`src/rtl/core/pvmc_pkg.sv`:
```
`default_nettype none
package pvmc_pkg;

  // operation codes
  localparam logic [2:0] OP_CPU_RD = 3'd0;
  localparam logic [2:0] OP_CPU_WR = 3'd1;
  localparam logic [2:0] OP_PAL_RD = 3'd2;
  localparam logic [2:0] OP_PAL_WR = 3'd3;
  localparam logic [2:0] OP_GLYPH  = 3'd4;
  localparam logic [2:0] OP_PIXEL  = 3'd5;

  // configuration register indexes
  localparam logic [2:0] REG_DISPLAY = 3'd0;
  localparam logic [2:0] REG_PLANES  = 3'd1;
  localparam logic [2:0] REG_CMODE   = 3'd2;
  localparam logic [2:0] REG_CPOS    = 3'd3;

  localparam int WORK_BYTES  = 16384;
  localparam int WORK_AW     = 14;
  localparam int GLYPH_AW    = 11;
  localparam int ATTR_OFFSET = 'h800;
  localparam int X_NARROW    = 320;
  localparam int X_WIDE      = 640;
  localparam int COLS_NARROW = 40;
  localparam int COLS_WIDE   = 80;
  localparam int DEF_PLANE_BYTES = 16384;
  localparam int DEF_LINE_COUNT  = 200;

  localparam int IN_W  = 56;
  localparam int OUT_W = 16;

  typedef struct packed {
    logic [7:0]  display;
    logic [4:0]  planes;
    logic [6:0]  cmode;
    logic [13:0] cpos;
  } cfg_t;

  // decoded operation handed from front to back
  typedef struct packed {
    logic [2:0]  op;
    logic [13:0] addr;
    logic [7:0]  data;
    logic        in_range;
    logic [13:0] off;
    logic [13:0] txt_off;
    logic [2:0]  xl;
    logic [2:0]  yl;
    logic        fr4;
    logic        fr5;
  } cmd_t;

endpackage
`default_nettype wire

```
`src/rtl/core/pvmc_fifo.sv`:
```
`default_nettype none
module pvmc_fifo (
  input  wire logic           clk,
  input  wire logic           rst_n,
  input  wire logic           push,
  input  wire pvmc_pkg::cmd_t din,
  output logic                full,
  input  wire logic           pop,
  output pvmc_pkg::cmd_t      dout,
  output logic                empty
);
  pvmc_pkg::cmd_t slot_r [2];
  logic       wr_ptr_r, rd_ptr_r;
  logic [1:0] count_r;

  assign full  = (count_r == 2'd2);
  assign empty = (count_r == 2'd0);
  assign dout  = slot_r[rd_ptr_r];

  always_ff @(posedge clk) begin
    if (push && !full) slot_r[wr_ptr_r] <= din;
  end

  always_ff @(posedge clk) begin
    if (!rst_n) begin
      wr_ptr_r <= 1'b0;
      rd_ptr_r <= 1'b0;
      count_r  <= 2'd0;
    end else begin
      if (push && !full) wr_ptr_r <= ~wr_ptr_r;
      if (pop && !empty) rd_ptr_r <= ~rd_ptr_r;
      count_r <= count_r + 2'((push && !full) ? 1 : 0) - 2'((pop && !empty) ? 1 : 0);
    end
  end
endmodule
`default_nettype wire

```
`config.mk`:
```
export PLATFORM = sky130hd
export DESIGN_NAME = pvmc_fifo
export DESIGN_NICKNAME = d
export VERILOG_FILES = /design/src/rtl/core/pvmc_pkg.sv /design/src/rtl/core/pvmc_fifo.sv
export SDC_FILE = /design/constraint.sdc
export NUM_CORES = 1
export LEC_CHECK = 0
export ABC_AREA = 1
export BUFFER_PORTS_ARGS = -buffer_cell sky130_fd_sc_hd__buf_2
export CORE_MARGIN = 2
export CORE_UTILIZATION = 56
export DETAILED_ROUTE_END_ITERATION = 16
export GPL_TIMING_DRIVEN = 0
export HOLD_SLACK_MARGIN = 0.03
export PLACE_DENSITY = 0.84
export SLEW_MARGIN = 40
export SYNTH_ARGS = -nofsm -noshare
export SYNTH_HDL_FRONTEND = slang
export SYNTH_SLANG_ARGS = --single-unit
export TNS_END_PERCENT = 30
```
`constraint.sdc`:
```
create_clock -name clk -period 11.96 [get_ports clk]
set_input_delay 2.392 -clock clk [delete_from_list [all_inputs] [get_ports clk]]
set_output_delay 2.392 -clock clk [all_outputs]
set_load 0.05 [all_outputs]
```
## Yosys cells after proc, flatten, opt, wreduce, memory -nomap -nowiden

Memory sizes are Yosys's and may differ from the RTL's. A register that Yosys moved wholly into a read port is not among the register bits.
Cells that the tools add are included.

- Register bits after elaboration: 4
- RAM bits: 124
- Bits of input ports: 66
- Output and inout bits: 64
- Logic and storage cells: 20
- Memories: 1

Memories:

| memory | depth | bits a word | read ports | clocked after memory_dff | wr ports | line | text |
|---|---|---|---|---|---|---|---|
| slot_r | 2 | 62 | 1 | 1 | 1 | pvmc_fifo.sv:12 | `pvmc_pkg::cmd_t slot_r [2];` |

- $add $sub $neg: 2
- Equal/unequal tests: 1
- Mux-type cells: 6
- Bitwise gates (word level): 2
- Reduce and logical (&&, ||, !) cells: 5

Operator list:

| cell | number |
|---|---|
| 1-bit 2-to-1 mux | 6 |
| 2-bit by 1-bit adder with 2-bit output | 1 |
| 2-bit equality test (second input constant) | 1 |
| 1-bit logical AND | 2 |
| 1-bit logical NOT | 2 |
| 2-bit logical NOT | 1 |
| 1-bit NOT | 2 |
| 2-bit by 1-bit subtractor with 2-bit output | 1 |

## Logic depth before layout (Yosys ltp)

- Word-level depth: 6
- Gate-level depth with buffers: 11
- Gate-level depth less buffers: 11

## Least setup slack after synthesis

OpenSTA, ideal clock, no wires.

- Kind: input -> register
- Start point: input push
- End point: memory slot_r[0][0] in the netlist's numbering (enable)
- Library setup time: 0.482 ns
- Data arrival time: 5.053 ns
- Path slack: 6.425 ns
- Stages: 2
- Buffers on the path: 0
- Cells stage by stage: nand2_1 > nor2_1

- Cells in the longest elaborated chain, start to end: 3

RTL lines:

| item | line | text |
|---|---|---|
| from (decl) | pvmc_fifo.sv:5 | `input wire logic push,` |
| 1-bit logical AND | pvmc_fifo.sv:21 | `if (push && !full) slot_r[wr_ptr_r] <= din;` |
| 1-bit 2-to-1 mux | pvmc_fifo.sv:21 |  |
| 1-bit 2-to-1 mux (implied by the code) | pvmc_fifo.sv:21 |  |
| to (decl) | pvmc_fifo.sv:12 |  |

Every way passes these cells.

==> flow_metrics.env <==
export IMPL_cts_root_buffer_cell="clkbuf_8"
export IMPL_synth_cell_types=12
export IMPL_cp_arrival_ns=1.70
export IMPL_drt_iter0_markers=91
export IMPL_hp_start="rd_ptr_r"
export IMPL_ant_nets=0
export IMPL_cts_num_sinks=129
export IMPL_pin_count=130
export IMPL_yosys_top_cells_count="edfxtp_1 (124), mux2_4 (60), inv_1 (9), nand2_1 (9), nor2_1 (8)"
export IMPL_worstSkewPairLatency_ns=0.51
export IMPL_cts_hold_buf=0
export IMPL_ys_ff_latch=129
export IMPL_combPwrFrac_pct=34.1
export IMPL_yosys_area_top_type="edfxtp_1"
export IMPL_intPower_w=0.00114
export IMPL_r2r_end="slot_r[0][25]"
export IMPL_min_path_type="reg -> reg"
export IMPL_share_seq_of_total_power_pct=34.5
export IMPL_whs_ns=0.531
export IMPL_die_w_um=98.7
export IMPL_crit_fanout=10
export IMPL_diodes=0
export IMPL_yosysWarningCount=0
export IMPL_post_cts_buffers=0
export IMPL_drive_gt1_share_pct=58.7
export IMPL_chipHeight_um=98.7
export IMPL_rsz0062_at_grt="no"
export IMPL_cts_tree="built"
export IMPL_cp_end_kind="output pin"
export IMPL_peakVddDrop_mv=0.160
export IMPL_synth_async_sr_flop_share_pct=0
export IMPL_synthCells=231
export IMPL_cts_resized=0
export IMPL_synth_most_common_cell="edfxtp_1"
export IMPL_crit_type="reg -> out"
export IMPL_initial_utilization_pct=57.6
export IMPL_multi_input_area_um2=1040
export IMPL_vias_per_cell=5.13
export IMPL_swShare_pct=33.9
export IMPL_syn_to_final_growth_pct=30.3
export IMPL_outcome="complete, no violations"
export IMPL_post_route_period_util_pct=34.3
export IMPL_setup_viol=0
export IMPL_synth_area_top_cells="edfxtp_1 (74%), mux2_4 (18%), buf_12 (2.4%), dfxtp_1 (2.0%), inv_1 (0.67%)"
export IMPL_synth_edff_count=124
export IMPL_ys_flop_type="edfxtp_1"
export IMPL_slew_headroom_pct=77.4
export IMPL_core_um2=8720
export IMPL_stdcell_area_um2=6550
export IMPL_fillers=533
export IMPL_vias=2593
export IMPL_start_kind="register"
export IMPL_reg2reg_slack_ns=10.09
export IMPL_grt_remaining_overflow=0
export IMPL_grt_use_total_pct=18.5
export IMPL_fmax_ghz=0.244
export IMPL_dp_hpwl_um=5820
export IMPL_holdPathStages=2
export IMPL_drt_pre_antenna_iters=4
export IMPL_antenna_found_initial=0
export IMPL_worst_slew_pin_slew_ns=0.339
export IMPL_rows=34
export IMPL_cts_buffers=17
export IMPL_synthesis_nets=299
export IMPL_ff2ff_path_depth=7
export IMPL_wl_um=8660
export IMPL_clockBufferDepth=2
export IMPL_clk_pin_slew_ns=0.06
export IMPL_netlist_area_um2=5030
export IMPL_grt_pass1_vias=2681
export IMPL_total_leakage_power_nw=2.66
export IMPL_crit_required_ns=9.57
export IMPL_maxCapViolCount=0
export IMPL_syn_mean_instance_area_um2=21.8
export IMPL_grt_max_degree=39
export IMPL_powerDensity_nw_per_um2=262
export IMPL_switching_power_w=0.000582
export IMPL_clkPwrFrac_pct=31.3
export IMPL_grt_pass1_wl_um=13300
export IMPL_placed_area_um2=5920
export IMPL_cts_htree_levels=4
export IMPL_hold_viol_final=0
export IMPL_rr_startpoint="count_r[0]"
export IMPL_fin_setup_tns_ns=0
export IMPL_wl_per_cell_um=17.1
export IMPL_drc_errors=0
export IMPL_gp_congestion=0.724
export IMPL_synth_seq_area_share_pct=76.1
export IMPL_min_period_ns=4.10
export IMPL_seq_area_um2=3820
export IMPL_synthDominantCellAreaShare_pct=74.1
export IMPL_finalClockSkew_ns=0.00645
export IMPL_maxSlewViolCount=0
export IMPL_nets=452
export IMPL_die_area_um2=9750
export IMPL_portBuffers=129
worst max path at each step:
stage             start       endpoint  slack [ns]
5_1_grt        register       dout[50]        7.79
6_report       register       dout[50]        7.86
4_1_cts        register       dout[50]        7.82
3_3_place_gp       push  slot_r[0][23]        4.94
3_5_place_dp       push  slot_r[0][26]        8.16
2_1_floorplan      push   slot_r[0][0]        6.43
flip-flops by register name (all words and copies together) (netlist names), named ones only:
name and flops:
slot_r 124, rd_ptr_r 1, count_r 2, wr_ptr_r 1
metrics by stage:
stage          std cells  total power (W)  util [%]  setup WS (ns)
2_1_floorplan        231          0.00107         -           6.43
3_3_place_gp         468          0.00117      66.6           4.94
3_5_place_dp         473          0.00119      67.9           8.16
4_1_cts              505          0.00174      75.1           7.82
5_1_grt              505          0.00178      75.1           7.79
6_report             505          0.00172      75.1           7.86
area by class of cell:
| cell class | instances | share of cell area, % |
|---|---|---|
| flip-flops and latches | 129 | 58.4 |
| multi-input cells | 86 | 15.9 |
| well taps | 108 | 2.06 |
| clock buffers | 18 | 6.38 |
| inverters | 9 | 0.554 |
| plain buffers | 7 | 2.01 |
| clock inverters | 14 | 3.23 |
| repair buffers | 134 | 11.5 |
power groups by stage:
stage	sequential (W)	clock (W)	combinational (W)
final	0.000593	0.000539	0.000586
after CTS	0.000594	0.000549	0.000593
after global routing	0.000599	0.000569	0.000613
after floorplan	0.000600	0	0.000468
after global placement	0.000605	0	0.000561
after detailed placement	0.000602	0	0.000590
layout by cell type, fill, tap and decap left out, types with 2 or more instances in the layout:
cell          n
bufinv_16     5
ha_1          2
mux2_4       60
clkinv_1      3
dfxtp_1       5
nand3_1       3
buf_8         2
buf_12        7
edfxtp_1    124
nand2_1       9
buf_16        2
nor2_1        7
inv_6         2
inv_1         8
buf_2       129
clkinv_4      2
mux2_2        2
a21oi_1       2
clkinvlp_4    2
clkbuf_16    16
critical path, cell delays in order (launching register included):
cell and delay (ns):
dfxtp_1 0.32, buf_6 0.19, buf_12 0.17, mux2_4 0.31, buf_2 0.21
logic make-up after synthesis:
group / after synthesis / synth area share, %
compound gates: 2 / 0.199
fa+ha+maj: 2 / 0.498
buf+inv: 16 / 3.29
mux: 62 / 18.4
flops: 129 / 76.1
simple gates: 20 / 1.57
metal layers:
layer,part of all wire (%),vias to the layer above,track usage [%]
li1,-,1201,-
met1,40,1281,21.6
met2,52,106,31.0
met3,7.3,5,6.88
met4,0.79,0,7.90
met5,0,-,0
Power figures use the tool's default switching activity.
