$ cat config.mk
export PLATFORM = sky130hd
export DESIGN_NAME = pvmc_front
export DESIGN_NICKNAME = d
export VERILOG_FILES = /design/src/rtl/core/pvmc_pkg.sv /design/src/rtl/core/pvmc_front.sv
export SDC_FILE = /design/constraint.sdc
export NUM_CORES = 1
export LEC_CHECK = 0
export ABC_AREA = 1
export BUFFER_PORTS_ARGS = -buffer_cell sky130_fd_sc_hd__buf_2
export CORE_ASPECT_RATIO = 1.2
export CORE_MARGIN = 4
export CORE_UTILIZATION = 35
export DETAILED_ROUTE_END_ITERATION = 8
export GPL_ROUTABILITY_DRIVEN = 1
export PLACE_DENSITY = 0.67
export RECOVER_POWER = 100
export SETUP_SLACK_MARGIN = 0.1
export SYNTH_ARGS = -nofsm -noshare
export SYNTH_HDL_FRONTEND = slang
export SYNTH_SLANG_ARGS = --single-unit
$ cat constraint.sdc
create_clock -name vclk -period 8.75
set_input_delay 0.875 -clock vclk [all_inputs]
set_output_delay 0.875 -clock vclk [all_outputs]
set_load 0.03 [all_outputs]
$ cat src/rtl/core/pvmc_pkg.sv
`default_nettype none
package pvmc_pkg;

  // operation codes
  localparam logic [2:0] OP_CPU_RD = 3'd0;
  localparam logic [2:0] OP_CPU_WR = 3'd1;
  localparam logic [2:0] OP_PAL_RD = 3'd2;
  localparam logic [2:0] OP_PAL_WR = 3'd3;
  localparam logic [2:0] OP_GLYPH  = 3'd4;
  localparam logic [2:0] OP_PIXEL  = 3'd5;

  // configuration register indexes
  localparam logic [2:0] REG_DISPLAY = 3'd0;
  localparam logic [2:0] REG_PLANES  = 3'd1;
  localparam logic [2:0] REG_CMODE   = 3'd2;
  localparam logic [2:0] REG_CPOS    = 3'd3;

  localparam int WORK_BYTES  = 16384;
  localparam int WORK_AW     = 14;
  localparam int GLYPH_AW    = 11;
  localparam int ATTR_OFFSET = 'h800;
  localparam int X_NARROW    = 320;
  localparam int X_WIDE      = 640;
  localparam int COLS_NARROW = 40;
  localparam int COLS_WIDE   = 80;
  localparam int DEF_PLANE_BYTES = 16384;
  localparam int DEF_LINE_COUNT  = 200;

  localparam int IN_W  = 56;
  localparam int OUT_W = 16;

  typedef struct packed {
    logic [7:0]  display;
    logic [4:0]  planes;
    logic [6:0]  cmode;
    logic [13:0] cpos;
  } cfg_t;

  // decoded operation handed from front to back
  typedef struct packed {
    logic [2:0]  op;
    logic [13:0] addr;
    logic [7:0]  data;
    logic        in_range;
    logic [13:0] off;
    logic [13:0] txt_off;
    logic [2:0]  xl;
    logic [2:0]  yl;
    logic        fr4;
    logic        fr5;
  } cmd_t;

endpackage
`default_nettype wire

$ cat src/rtl/core/pvmc_front.sv
`default_nettype none
module pvmc_front #(
  parameter int LINE_COUNT = pvmc_pkg::DEF_LINE_COUNT
) (
  input  wire logic [pvmc_pkg::IN_W-1:0] word,
  input  wire pvmc_pkg::cfg_t            cfg,
  output pvmc_pkg::cmd_t                 cmd
);
  logic [9:0]  px;
  logic [7:0]  py;
  logic        wide;
  logic [6:0]  cols;
  logic [9:0]  xmax;
  logic [14:0] line_off;
  logic [11:0] row_off;
  logic [13:0] txt_raw;

  always_comb begin
    px       = word[34:25];
    py       = word[42:35];
    wide     = cfg.display[6];
    cols     = wide ? 7'(pvmc_pkg::COLS_WIDE) : 7'(pvmc_pkg::COLS_NARROW);
    xmax     = wide ? 10'(pvmc_pkg::X_WIDE) : 10'(pvmc_pkg::X_NARROW);
    line_off = py * cols;
    row_off  = py[7:3] * cols;
    txt_raw  = 14'(row_off) + 14'(px[9:3]);

    cmd.op       = word[2:0];
    cmd.addr     = word[16:3];
    cmd.data     = word[24:17];
    cmd.in_range = (px < xmax) && (py < 8'(LINE_COUNT));
    cmd.off      = 14'(line_off) + 14'(px[9:3]);
    cmd.txt_off  = wide ? txt_raw : {txt_raw[12:0], 1'b0};
    cmd.xl       = px[2:0];
    cmd.yl       = py[2:0];
    cmd.fr4      = word[47];
    cmd.fr5      = word[48];
  end
endmodule
`default_nettype wire

[Word level (Yosys, flattened, before mapping)]
Cells that the tools add are included.
Cells by class
  $add $sub $neg: 2
  multiply operators: 2
  $lt $le $gt $ge: 2
  muxes and demuxes: 3
  reduce and logical (&&, ||, !) cells: 1
Operators with widths (number)
  $add A14 B7 Y14: 1
  $mul A8 B7 Y14: 1
  $mux W14: 1
  $add A12 B7 Y13: 1
  $mul A5 B7 Y12: 1
  $lt A10 B10 Y1: 1
  $mux W10: 1
  $lt A8 B8 Y1 const B: 1
  $mux W7: 1
  $logic_and A1 B1 Y1: 1
Word-level totals
  flip-flop bits (word level): 0
  input port bits: 90
  output and inout bits: 62
  logic and storage cells: 10

[Longest topological paths before layout]
Gate-level depths: netlist of the first run.
  word-level depth: 4
  mapped depth: 18
  gate-level depth less buffers: 17

[Least setup slack after synthesis of the first run]
OpenSTA, ideal clock, no wires.
  path kind: input-to-output
  start: input port cfg[32] (netlist name)
  end: output port cmd[31] (netlist name)
  arrival: 4.157 ns
  data required time: 7.875 ns
  setup slack: 3.718 ns
  stages on the path: 15
  path buffers: 2
  cell sequence: buf_4 -> inv_2 -> buf_6 -> nand2_1 -> o21ai_0 -> ha_1 -> inv_1 -> fa_1 -> inv_1 -> fa_1 -> ha_1 -> fa_1 -> nand3_1 -> nand2_1 -> xor2_1
RTL lines
  from (decl): line pvmc_front.sv:6  | input wire pvmc_pkg::cfg_t cfg,
  to (decl): line pvmc_front.sv:7  | output pvmc_pkg::cmd_t cmd

==> results of run 1 <==
==> layout by cell type (no fill, tap or decap), types with 2 or more instances in the layout <==
master,synthesis,layout
sky130_fd_sc_hd__a21oi_1,9,9
sky130_fd_sc_hd__buf_2,1,17
sky130_fd_sc_hd__clkbuf_1,6,31
sky130_fd_sc_hd__conb_1,2,4
sky130_fd_sc_hd__fa_1,12,12
sky130_fd_sc_hd__ha_1,57,57
sky130_fd_sc_hd__inv_1,55,56
sky130_fd_sc_hd__nand2_1,86,86
sky130_fd_sc_hd__nand2_2,2,2
sky130_fd_sc_hd__nand3_1,23,23
sky130_fd_sc_hd__nand4_1,2,2
sky130_fd_sc_hd__nor2_1,9,9
sky130_fd_sc_hd__o21ai_0,6,6
sky130_fd_sc_hd__o21ai_1,2,2
sky130_fd_sc_hd__o21bai_1,2,2
sky130_fd_sc_hd__xnor2_1,2,2
sky130_fd_sc_hd__xor2_1,4,4
==> per-stage QoR <==
step | instance area, µm² | instances | util [%] | worst slack, ns
floorplan | 2220 | 331 | - | 3.718
global placement | 2235 | 415 | 36.70 | 3.232
detailed placement | 2235 | 415 | 36.70 | 3.197
CTS | 2235 | 415 | 36.70 | 3.182
global route | 2196 | 415 | 36.06 | 1.801
finish | 2196 | 415 | 36.06 | 2.231
==> routing by layer <==
layer  track usage (%)  vias up  wire length, µm
met2             20.51       55             1874
met1             14.38      823             1860
met3            0.6616        0              205
li1                  -     1008                -
met4                 0        0                0
met5                 0        -                0
==> cell families (layout without fill, tap and decap cells) <==
group / after synthesis / in the layout / share of synthesized area [%]
xor+xnor: 6 / 6 / 2.376
other cells: 2 / 4 / 0.3395
compound gates: 23 / 23 / 5.996
buf+inv: 103 / 105 / 24.49
fa+ha+maj: 69 / 69 / 43.10
simple gates: 126 / 126 / 23.70
==> worst paths after layout <==
check	startpoint	depth (start not counted)	slack, ns	endpoint
worst min-delay path	word[18]	0	1.75	cmd[38]
worst max-delay path	cfg[32]	17	2.23	cmd[33]
==> cell type report <==
cell class	instances	area, µm²	share of cell area [%]
inverter	57	214.0	9.744
multi-input combinational	228	1678	76.41
tap	82	102.6	4.672
timing repair buffer	48	201.4	9.174
==> power groups by stage <==
stage,sequential [mW],clock (mW),combinational (mW)
3_5_place_dp,0,0,0.330
2_1_floorplan,0,0,0.284
4_1_cts,0,0,0.332
6_report,0,0,0.316
5_1_grt,0,0,0.360
3_3_place_gp,0,0,0.325
==> run summary, run 1 <==
The flow ran to the end, and the final reports show no timing, DRC or antenna violations. The run gives 0 as the synthesis warning total. The synthesized instance count was 329.

The power density normalized to cell area is 143.7 mW/mm², and the number of inserted filler cells in the final layout is 687. The maximum clock frequency is 153.4 MHz. At the pin with the least slew margin, the transition time is 1.184 ns.

A synthesized cell averages 6.724 µm². After clock tree synthesis, the flow added hold-fix buffers numbering 0. Critical path start-end classification: primary input to output port. The path class of the tightest hold or removal check is primary input to output port. Entering global routing, the biggest net connects 31 pins. In this run the core area contains 31 standard-cell rows. The worst ir drop on vdd is 90.45 µV, and the critical-path maximum fanout is 30. The first global-routing pass estimated 7231 µm of wire. The logs give 1.414 nW for the leakage power and 0 for the total inserted antenna cells.

In the final timing run, aggregate negative setup slack is 0 ns. Dividing the detail-routed via count by the number of cells gives 4.545. Routability-driven placement finished with a final weighted congestion of 0.8121. Final worst-path cycle share: 74.50%. The most used cell along the critical path was sky130_fd_sc_hd__nand2_1. The tools report the share of synthesized area occupied by flip-flops and latches as 0%.

In the post-synthesis netlist, the cell with the most instances is sky130_fd_sc_hd__nand2_1. Compared with the post-synthesis result, the final layout area differs by -0.7351%. Once detailed placement completed, the half-perimeter wirelength came to 3612 µm.

In the final design database the tool counted 494 nets. The fraction of power spent switching nets was 69.08%. The total buffers and inverters traversed by the critical path is 5.

The critical path startpoint category is a primary input. The aggregate global routing overflow was 0; the total count of hold-check failures in the final report was 0. The iteration-0 DRC count of the detailed router is 19. In this design, the largest share of critical-path delay is due to adder cells. Hold timing on the final database bottoms out at a slack of 1.750 ns.

The number of distinct library cell variants in the gate-level netlist after synthesis was 28. The overall power after layout came out at 0.3157 mW. Biggest area consumer among synthesized cells: sky130_fd_sc_hd__ha_1. Input and output buffers added on the ports amount to 48.

The number of sequential cells in the layout is 0, and the count of nets left with antenna violations after detail routing is 0. The tools report the final-report max-slew violation count as 0. The worst setup path is captured at an output port. Across the whole layout, storage elements account for 0 µm². In the routed design, unresolved DRC markers number 0. For the final number of setup-violating endpoints, the log shows 0. For the finished layout, the period the worst path requires is 6.519 ns. After synthesis, the cell types taking the most area are sky130_fd_sc_hd__ha_1, sky130_fd_sc_hd__nand2_1, sky130_fd_sc_hd__buf_4.

Setup repair after global routing left no endpoint under its margin. The internal power of the cells totals 0.09759 mW. STA puts the critical path data arrival time at 5.64 ns. Power share of the sequential group: 0%. The starting density of the core came out at 36.33%. The synthesized design devotes to its leading area cell type 32.24% of total area.

Measured along the y axis, the die boundary spans 95.09 µm. At the worst endpoint, the required time is 7.88 ns. For the sum of routed wire length over all layers, the log shows 3940 µm. In this run the count of I/O pins placed on the die edge is 152. For the initial antenna violation count, the log shows 0.

The number of global-route vias before repair came out at 1,830. Critical-path cell with the highest stage delay: sky130_fd_sc_hd__clkbuf_1. The detailed router placed 1,886 vias in this run.

For the max-capacitance violation count, the log shows 0. For this run, the total global-route usage over all layers was measured as 10.87%. The buffer count from post-CTS setup fixing was 0; the combinational fraction of design power was 100.0%. Clock buffers in the final layout number 0. In this run, post-CTS repair resized a total of 0 instances. The total area inside the core boundary comes to 0.006090 mm². Traced cell by cell, the critical path runs through clkbuf_1, inv_1, nand2_1, o21ai_0, ha_1, inv_1, fa_1, inv_1, fa_1, ha_1, fa_1, nand3_1, nand2_1, nand2_1, nand4_1, nand2_1, clkbuf_1.

The die width is 80.58 µm, and the fraction of power consumed by the clock network is 0%. The run gives 0.007662 mm² as the area of the die. By count the netlist is led by sky130_fd_sc_hd__nand2_1, sky130_fd_sc_hd__ha_1, sky130_fd_sc_hd__inv_1. In the final routed layout, each cell accounts on average for 9.494 µm.

The post-synthesis instance area was 0.002212 mm². The logs give 4 for the first-pass iteration count of the detailed router and 21.10% for the normalized max-slew margin. Of the cells placed in the final design, the portion with a size suffix greater than 1 is 6.907%.

In this design, the stage delay of the slowest critical-path cell is 0.85 ns. For the power spent charging and discharging nets, the log shows 0.2181 mW.
Note: power is estimated with default switching activity, not from simulation.
==> run 2: changes to the inputs <==
--- a/config.mk
+++ b/config.mk
@@ -5,14 +5,14 @@
 export SDC_FILE = /design/constraint.sdc
 export NUM_CORES = 1
 export LEC_CHECK = 0
-export ABC_AREA = 1
+export ABC_AREA = 0
 export BUFFER_PORTS_ARGS = -buffer_cell sky130_fd_sc_hd__buf_2
 export CORE_ASPECT_RATIO = 1.2
 export CORE_MARGIN = 4
 export CORE_UTILIZATION = 35
 export DETAILED_ROUTE_END_ITERATION = 8
 export GPL_ROUTABILITY_DRIVEN = 1
-export PLACE_DENSITY = 0.67
+export PLACE_DENSITY = 0.71
 export RECOVER_POWER = 100
 export SETUP_SLACK_MARGIN = 0.1
 export SYNTH_ARGS = -nofsm -noshare
==> constraint.sdc (replaced) <==
create_clock -name vclk -period 5.71
set_input_delay 0.571 -clock vclk [all_inputs]
set_output_delay 0.571 -clock vclk [all_outputs]
set_load 0.03 [all_outputs]
==> run summary, run 2 <==
Dividing total power by cell area gives a power density of 244.0 mW/mm². The analysis attributes to net switching a power of 0.3380 mW. The worst hold path terminates at cmd[38]. The detailed router finished its first iteration with 21 violations.

The final layout contains routed wiring with a total length of 3779 µm. The cell that appears most often on the critical path is sky130_fd_sc_hd__inv_1. Summing all multi-input logic gate instances after layout gives 0.001639 mm².

The final-report max-slew violation count was 0; the number of distinct library cell variants in the gate-level netlist after synthesis was 33. Worst path required time: 5.14 ns. The critical path is of the primary input to output port type. The worst stage delay on the critical path came out at 0.53 ns. 0 antenna diodes ended up in the layout.

The most common cell after layout, fill and taps aside was sky130_fd_sc_hd__ha_1. The tools report the aggregate global routing overflow as 0. The detailed router placed 1,599 vias in this run. After clock tree synthesis, the flow added hold-fix buffers numbering 0. The share of Yosys cell area claimed by the top area cell type was 34.32%; the starting density of the core was 36.43%. The initial antenna violation count is 0, and the worst setup slack before clock tree synthesis is 0.8432 ns. The worst ir drop on vdd is 93.11 µV, and the floorplan die height is 92.41 µm.

Cell internal power was estimated by the tool at 0.1700 mW. Setup repair after global routing left no endpoint under its margin. At the end of routability-driven placement, the weighted congestion stood at 0.7963.

In the routed layout, each cell is associated on average with a via count of 4.703. STA classifies the critical path endpoint as an output port. The run gives 0 as the number of sequential cells in the layout. The critical-path maximum fanout was 25. For the all-layer global routing usage, the log shows 11.11%. The floorplan step set the die width to 78.35 µm. The area of the die is 0.007240 mm². The first global-routing pass estimated 7010 µm of wire. Gates resized during post-CTS repair numbered 0. The largest individual stage delay along the critical path comes from the cell sky130_fd_sc_hd__fa_1.

In the synthesized netlist, the cells that appear most often are sky130_fd_sc_hd__ha_1, sky130_fd_sc_hd__buf_4, sky130_fd_sc_hd__inv_1. The wire-length estimate of the detail-placed layout is 3500 µm. Max-cap violations in this run came to 0. Pin placement for this block handled 152 I/O pins. The sequential cells in the finished layout cover a total of 0 µm². The total count of hold-check failures in the final report came out at 0. The biggest area consumer among synthesized cells is sky130_fd_sc_hd__ha_1. The critical path goes through buf_2, buf_4, inv_1, nand2_1, nand2b_1, ha_1, fa_1, inv_1, fa_1, inv_1, ha_1, o21a_2, a211oi_1, nor2_1, nor2b_1, mux2_2, clkbuf_1.

The leakage power is 1.162 nW, and the number of port buffers is 48. The post-route netlist has 12.31% of its cells at a drive strength greater than 1. Timing would allow up to 196.4 MHz.

The tools report the first-pass iteration count of the detailed router as 4. Summing the sequential cell areas from Yosys gives 0% of the chip area. The number of global-route vias before repair is 1,686. The library cells used most frequently in the layout, excluding fill and tap cells, are sky130_fd_sc_hd__ha_1, sky130_fd_sc_hd__inv_1, sky130_fd_sc_hd__clkbuf_1. The clock network is responsible for 0% of the overall power. STA classifies the critical path startpoint as a primary input. In this run switching power makes up 66.54% of total power. Setup slack closes at 0.6174 ns. Post-CTS timing repair inserted 0 buffers for setup. The run gives 254 as the synthesized instance count.

Among all cell types in the netlist, the one instantiated most often is sky130_fd_sc_hd__ha_1. The layout has 642 filler cells. The aggregate negative setup slack was 0 ns. The final layout contains 421 nets.

The minimum clock period after layout is 5.093 ns, and the signal arrival time at the worst endpoint is 4.52 ns. The layout has 0 clock buffers. In this run the worst hold path is classified as primary input to output port. For the combinational fraction of design power, the log shows 100.0%. For the placement row count, the log shows 30.

In the finished design, the share of the clock period the worst path needs comes to 89.19%. The run finished with clean final reports. The core region is 0.005705 mm².

Ranked by total cell area, the synthesized netlist is headed by sky130_fd_sc_hd__ha_1, sky130_fd_sc_hd__buf_4, sky130_fd_sc_hd__fa_1. Summing every instance area after synthesis gives 0.002078 mm². The instance count along the most critical hold path works out to 0.

The final number of setup-violating endpoints is 0, and the synthesis warning total is 0. The total DRC errors in the routed layout is 0. The tools report the startpoint of the tightest hold check path as word[18]. The count of nets left with antenna violations after detail routing was 0. The tools report the largest net degree at the start of global routing as 26. The family with the most delay on the worst path was adder cells. Dividing the detail-routed wire length by the instance count gives 11.11 µm. The number of buffers and inverters on the critical path is 6. The mean post-synth cell area was 8.182 µm²; the relative area change from synthesis to final layout was 0.1808%. Sequential cells burn 0% of the power.
==> run 2: changes by cell type after synthesis, sizes merged, moves of 3 or more <==
| cell | before | now |
|---|---|---|
| a211oi | 0 | 3 |
| and2 | 0 | 4 |
| inv | 57 | 35 |
| mux2 | 0 | 9 |
| nand2 | 88 | 15 |
| nand2b | 0 | 3 |
| nand3 | 24 | 4 |
| nor2b | 0 | 5 |
| xnor2 | 2 | 10 |
==> run 2: stage by stage <==
| stage | instance area [µm²] | power (mW) | instances | hold WS [ns] | utilization, % |
|---|---|---|---|---|---|
| global placement | 2126 | 0.5213 | 340 | 1.142 | 37.26 |
| CTS | 2126 | 0.5367 | 340 | 1.142 | 37.26 |
| detailed placement | 2126 | 0.5335 | 340 | 1.142 | 37.26 |
| floorplan | 2086 | 0.4530 | 256 | 1.274 | - |
| finish | 2082 | 0.5080 | 340 | 1.142 | 36.49 |
| global route | 2082 | 0.5754 | 340 | 1.142 | 36.49 |
==> run 2: layout make-up <==
cell class | instances | share of cell area [%]
tap | 80 | 4.808
multi-input combinational | 176 | 78.73
inverter | 35 | 6.310
timing repair buffer | 49 | 10.16
==> run 2: kinds of logic after synthesis <==
logic type	after synthesis	synth area share, %
adders and majority gates	69	45.88
muxes	9	4.877
buffers and inverters	80	21.13
other	2	0.3614
and+or+nand+nor	44	9.753
xor gates and xnor gates	14	5.900
AOI/OAI and AO/OA	36	12.10
==> run 2: how the worst max path moves through the flow <==
stage | cells past startpoint | to | start
after floorplan | 14 | cmd[35] | cfg[32]
after global placement | 14 | cmd[35] | cfg[32]
after detailed placement | 14 | cmd[35] | cfg[32]
after CTS | 14 | cmd[35] | cfg[32]
after global routing | 17 | cmd[18] | cfg[32]
final | 17 | cmd[19] | cfg[32]
==> run 2: power groups by stage <==
stage / clock, mW / combinational, mW / sequential, mW
after floorplan: 0 / 0.453 / 0
after global placement: 0 / 0.521 / 0
after detailed placement: 0 / 0.533 / 0
after CTS: 0 / 0.537 / 0
after global routing: 0 / 0.575 / 0
final: 0 / 0.508 / 0
==> run 2: layer usage <==
layer	share of wire, %	vias to the layer above	GRT usage [%]	wire [µm]
met3	5.2	2	1.070	197
met2	50	43	21.71	1905
met4	0.24	0	0.2915	9
li1	-	813	-	-
met1	44	741	13.66	1666
met5	0	-	0	0
==> run 3: changes to the inputs <==
--- a/config.mk
+++ b/config.mk
@@ -5,14 +5,14 @@
 export SDC_FILE = /design/constraint.sdc
 export NUM_CORES = 1
 export LEC_CHECK = 0
-export ABC_AREA = 0
+export ABC_AREA = 1
 export BUFFER_PORTS_ARGS = -buffer_cell sky130_fd_sc_hd__buf_2
 export CORE_ASPECT_RATIO = 1.2
 export CORE_MARGIN = 4
 export CORE_UTILIZATION = 35
 export DETAILED_ROUTE_END_ITERATION = 8
 export GPL_ROUTABILITY_DRIVEN = 1
-export PLACE_DENSITY = 0.71
+export PLACE_DENSITY = 0.69
 export RECOVER_POWER = 100
 export SETUP_SLACK_MARGIN = 0.1
 export SYNTH_ARGS = -nofsm -noshare
==> run summary, run 3 (same netlist as run 1, synthesis figures left out) <==
The fraction of power spent switching nets is 68.65%, and the power density normalized to cell area is 220.7 mW/mm². The ratio of routed vias to standard cells is 4.537, and the total I/O pin count is 152. The tools report the iteration-0 DRC count of the detailed router as 48. In the final routing, the length of wire on met1 measures 1797 µm.

The number of setup buffers added after CTS is 0. Normalized max-slew margin: 51.93%. Adding up every negative setup slack in the final design gives 0 ns. In the detailed route, the total length drawn on met3 is 215 µm.

Before CTS, the worst setup slack after placement is 0.9938 ns. Global routing consumed, over all layers together, 10.86% of the routing resources. Uppermost signal routing layer after detailed routing: met4. For the placement row count, the log shows 31. The run gives 0.1530 mW as the cell-internal power.

Setup violations remaining at the end of the flow were counted as 0. The critical path start-end classification is primary input to output port. STA classifies the critical path endpoint as an output port. Maximum clock frequency: 201.6 MHz. The quantity of hold-fixing buffers added after cts was 0.

The clock network accounts for 0% of the total power. In this run the horizontal extent of the chip is 80.58 µm. For the worst setup path, the data arrival time is 4.39 ns. After detailed routing, the average wire length per cell comes to 9.463 µm. The worst path in the final design needs a cycle of 4.961 ns, including I/O delays and setup. The initial antenna violation count was 0; the via count was 1,892. The worst setup path is launched from a primary input. Placed instance area: 0.002242 mm².

After detailed routing, the met2 layer carries 1911 µm of wire. For this design the static power due to leakage is 1.437 nW. For this design the total switching power over the nets is 0.3350 mW.

The run gives 0 µm² as the area of all sequential standard cells. In the final layout, the share of cells above drive strength 1 is 9.281%. The number of placed instances, taps included, is 416. Setup repair after global routing left no endpoint under its margin. Leaving out fill and tap cells, the most frequent cell in the layout is sky130_fd_sc_hd__nand2_1. For this configuration, the core starts out at a cell density of 36.33%.

The final worst setup slack was 0.7493 ns. Number of clock buffers in the layout: 0. In this run, flip-flops and latches consume 0% of the power. The run gives 100.0% as the combinational fraction of design power. The filler cells instantiated in the layout total 693.

The tools report the worst ir drop on vdd as 146.0 µV. For the number of gates given a new drive strength after cts, the log shows 0. The worst path required time came out at 5.14 ns. The core region is 0.006090 mm². Detailed placement finished with a half-perimeter wire length of 3595 µm.

The final-report max-slew violation count is 0. Compared with the post-synthesis result, the final layout area differs by -0.05660%. Floorplan die height: 95.09 µm. The count of nets left with antenna violations after detail routing is 0, and the cell area after layout is 0.002211 mm². The die covers 0.007662 mm². At the pin with the least slew margin, the transition time is 0.7210 ns. The total DRC errors in the routed layout came out at 0. The run finished with clean final reports. The first global-routing pass estimated 7182 µm of wire.

First-pass iteration count of the detailed router: 4. After the last flow step, the layout net total stands at 495. The number of sequential cells in the layout is 0. The logs give 1.142 ns for the tightest hold margin and 417 for the number of cells in the finished layout apart from fillers.

The largest net degree at the start of global routing is 31. The path class of the tightest hold or removal check is primary input to output port. Max-cap violations in this run came to 0.

The total count of hold-check failures in the final report came out at 0. At the end of routability-driven placement, the weighted congestion stood at 0.8091. For this block, the routed nets add up to 3946 µm of wire. The run gives 1,837 as the number of global-route vias before repair.

In the finished design, the share of the clock period the worst path needs comes to 86.88%. Number of port buffers: 48. Leaving out fill and tap cells, the most frequent cells in the layout are sky130_fd_sc_hd__nand2_1, sky130_fd_sc_hd__ha_1, sky130_fd_sc_hd__inv_1. Along the worst path, the maximum fanout reaches 30. Global routing finished with a remaining overflow of 0.
==> run 3: cell count changes in the layout (fill, tap and decap cells not counted), moves of 3 or more <==
cell | previous run | this run
sky130_fd_sc_hd__buf_2 | 19 | 24
sky130_fd_sc_hd__xnor2_1 | 10 | 2
sky130_fd_sc_hd__inv_1 | 35 | 55
sky130_fd_sc_hd__nand2b_1 | 3 | 0
sky130_fd_sc_hd__a21o_1 | 4 | 1
sky130_fd_sc_hd__mux2_2 | 9 | 0
sky130_fd_sc_hd__and2_1 | 4 | 0
sky130_fd_sc_hd__nand2_1 | 15 | 86
sky130_fd_sc_hd__clkbuf_1 | 29 | 25
sky130_fd_sc_hd__nor2b_1 | 5 | 0
sky130_fd_sc_hd__nand3_1 | 4 | 23
==> run 3: final cells by class <==
cell class / instances / area [µm²] / area share, %
multi-input cells: 228 / 1678 / 75.89
repair buffers: 49 / 214.0 / 9.677
inverters: 57 / 214.0 / 9.677
well taps: 82 / 102.6 / 4.641
diodes: 1 / 2.502 / 0.1132
==> run 3: path summary, 6_finish.rpt <==
kind,start,end,slack [ns],depth (start not counted)
worst max-delay path,cfg[32],cmd[19],0.75,19
worst min-delay path,word[18],cmd[38],1.14,0
==> run 3: critical path, stage by stage <==
cell and delay (ns):
sky130_fd_sc_hd__buf_2 0.28, sky130_fd_sc_hd__inv_2 0.12, sky130_fd_sc_hd__clkbuf_1 0.56, sky130_fd_sc_hd__nand2_1 0.20, sky130_fd_sc_hd__nand2_1 0.18, sky130_fd_sc_hd__ha_1 0.26, sky130_fd_sc_hd__fa_1 0.48, sky130_fd_sc_hd__inv_1 0.05
sky130_fd_sc_hd__fa_1 0.53, sky130_fd_sc_hd__inv_1 0.04, sky130_fd_sc_hd__ha_1 0.35, sky130_fd_sc_hd__nand2_1 0.10, sky130_fd_sc_hd__nand2_1 0.10, sky130_fd_sc_hd__nand3_2 0.08, sky130_fd_sc_hd__nand2_1 0.05, sky130_fd_sc_hd__nand2_1 0.07
sky130_fd_sc_hd__nand3_1 0.07, sky130_fd_sc_hd__nand2_1 0.10, sky130_fd_sc_hd__buf_2 0.19
==> run 3: power by group through the flow <==
stage	clock, mW	combinational (mW)	sequential (mW)
2_1_floorplan	0	0.436	0
3_3_place_gp	0	0.499	0
3_5_place_dp	0	0.506	0
4_1_cts	0	0.509	0
5_1_grt	0	0.558	0
6_report	0.0000000234	0.488	0
==> run 3: through the flow <==
step                utilization (%)  power [mW]
detailed placement            36.82      0.5060
global route                  36.26      0.5577
finish                        36.31      0.4879
global placement              36.82      0.4993
CTS                           36.82      0.5094
floorplan                         -      0.4358
==> run 3: per-layer routing <==
layer / global-route usage [%] / vias to the layer above
met3: 0.6616 / 4
met4: 0.9859 / 0
met2: 20.37 / 46
li1: - / 1006
met5: 0 / -
met1: 14.04 / 836
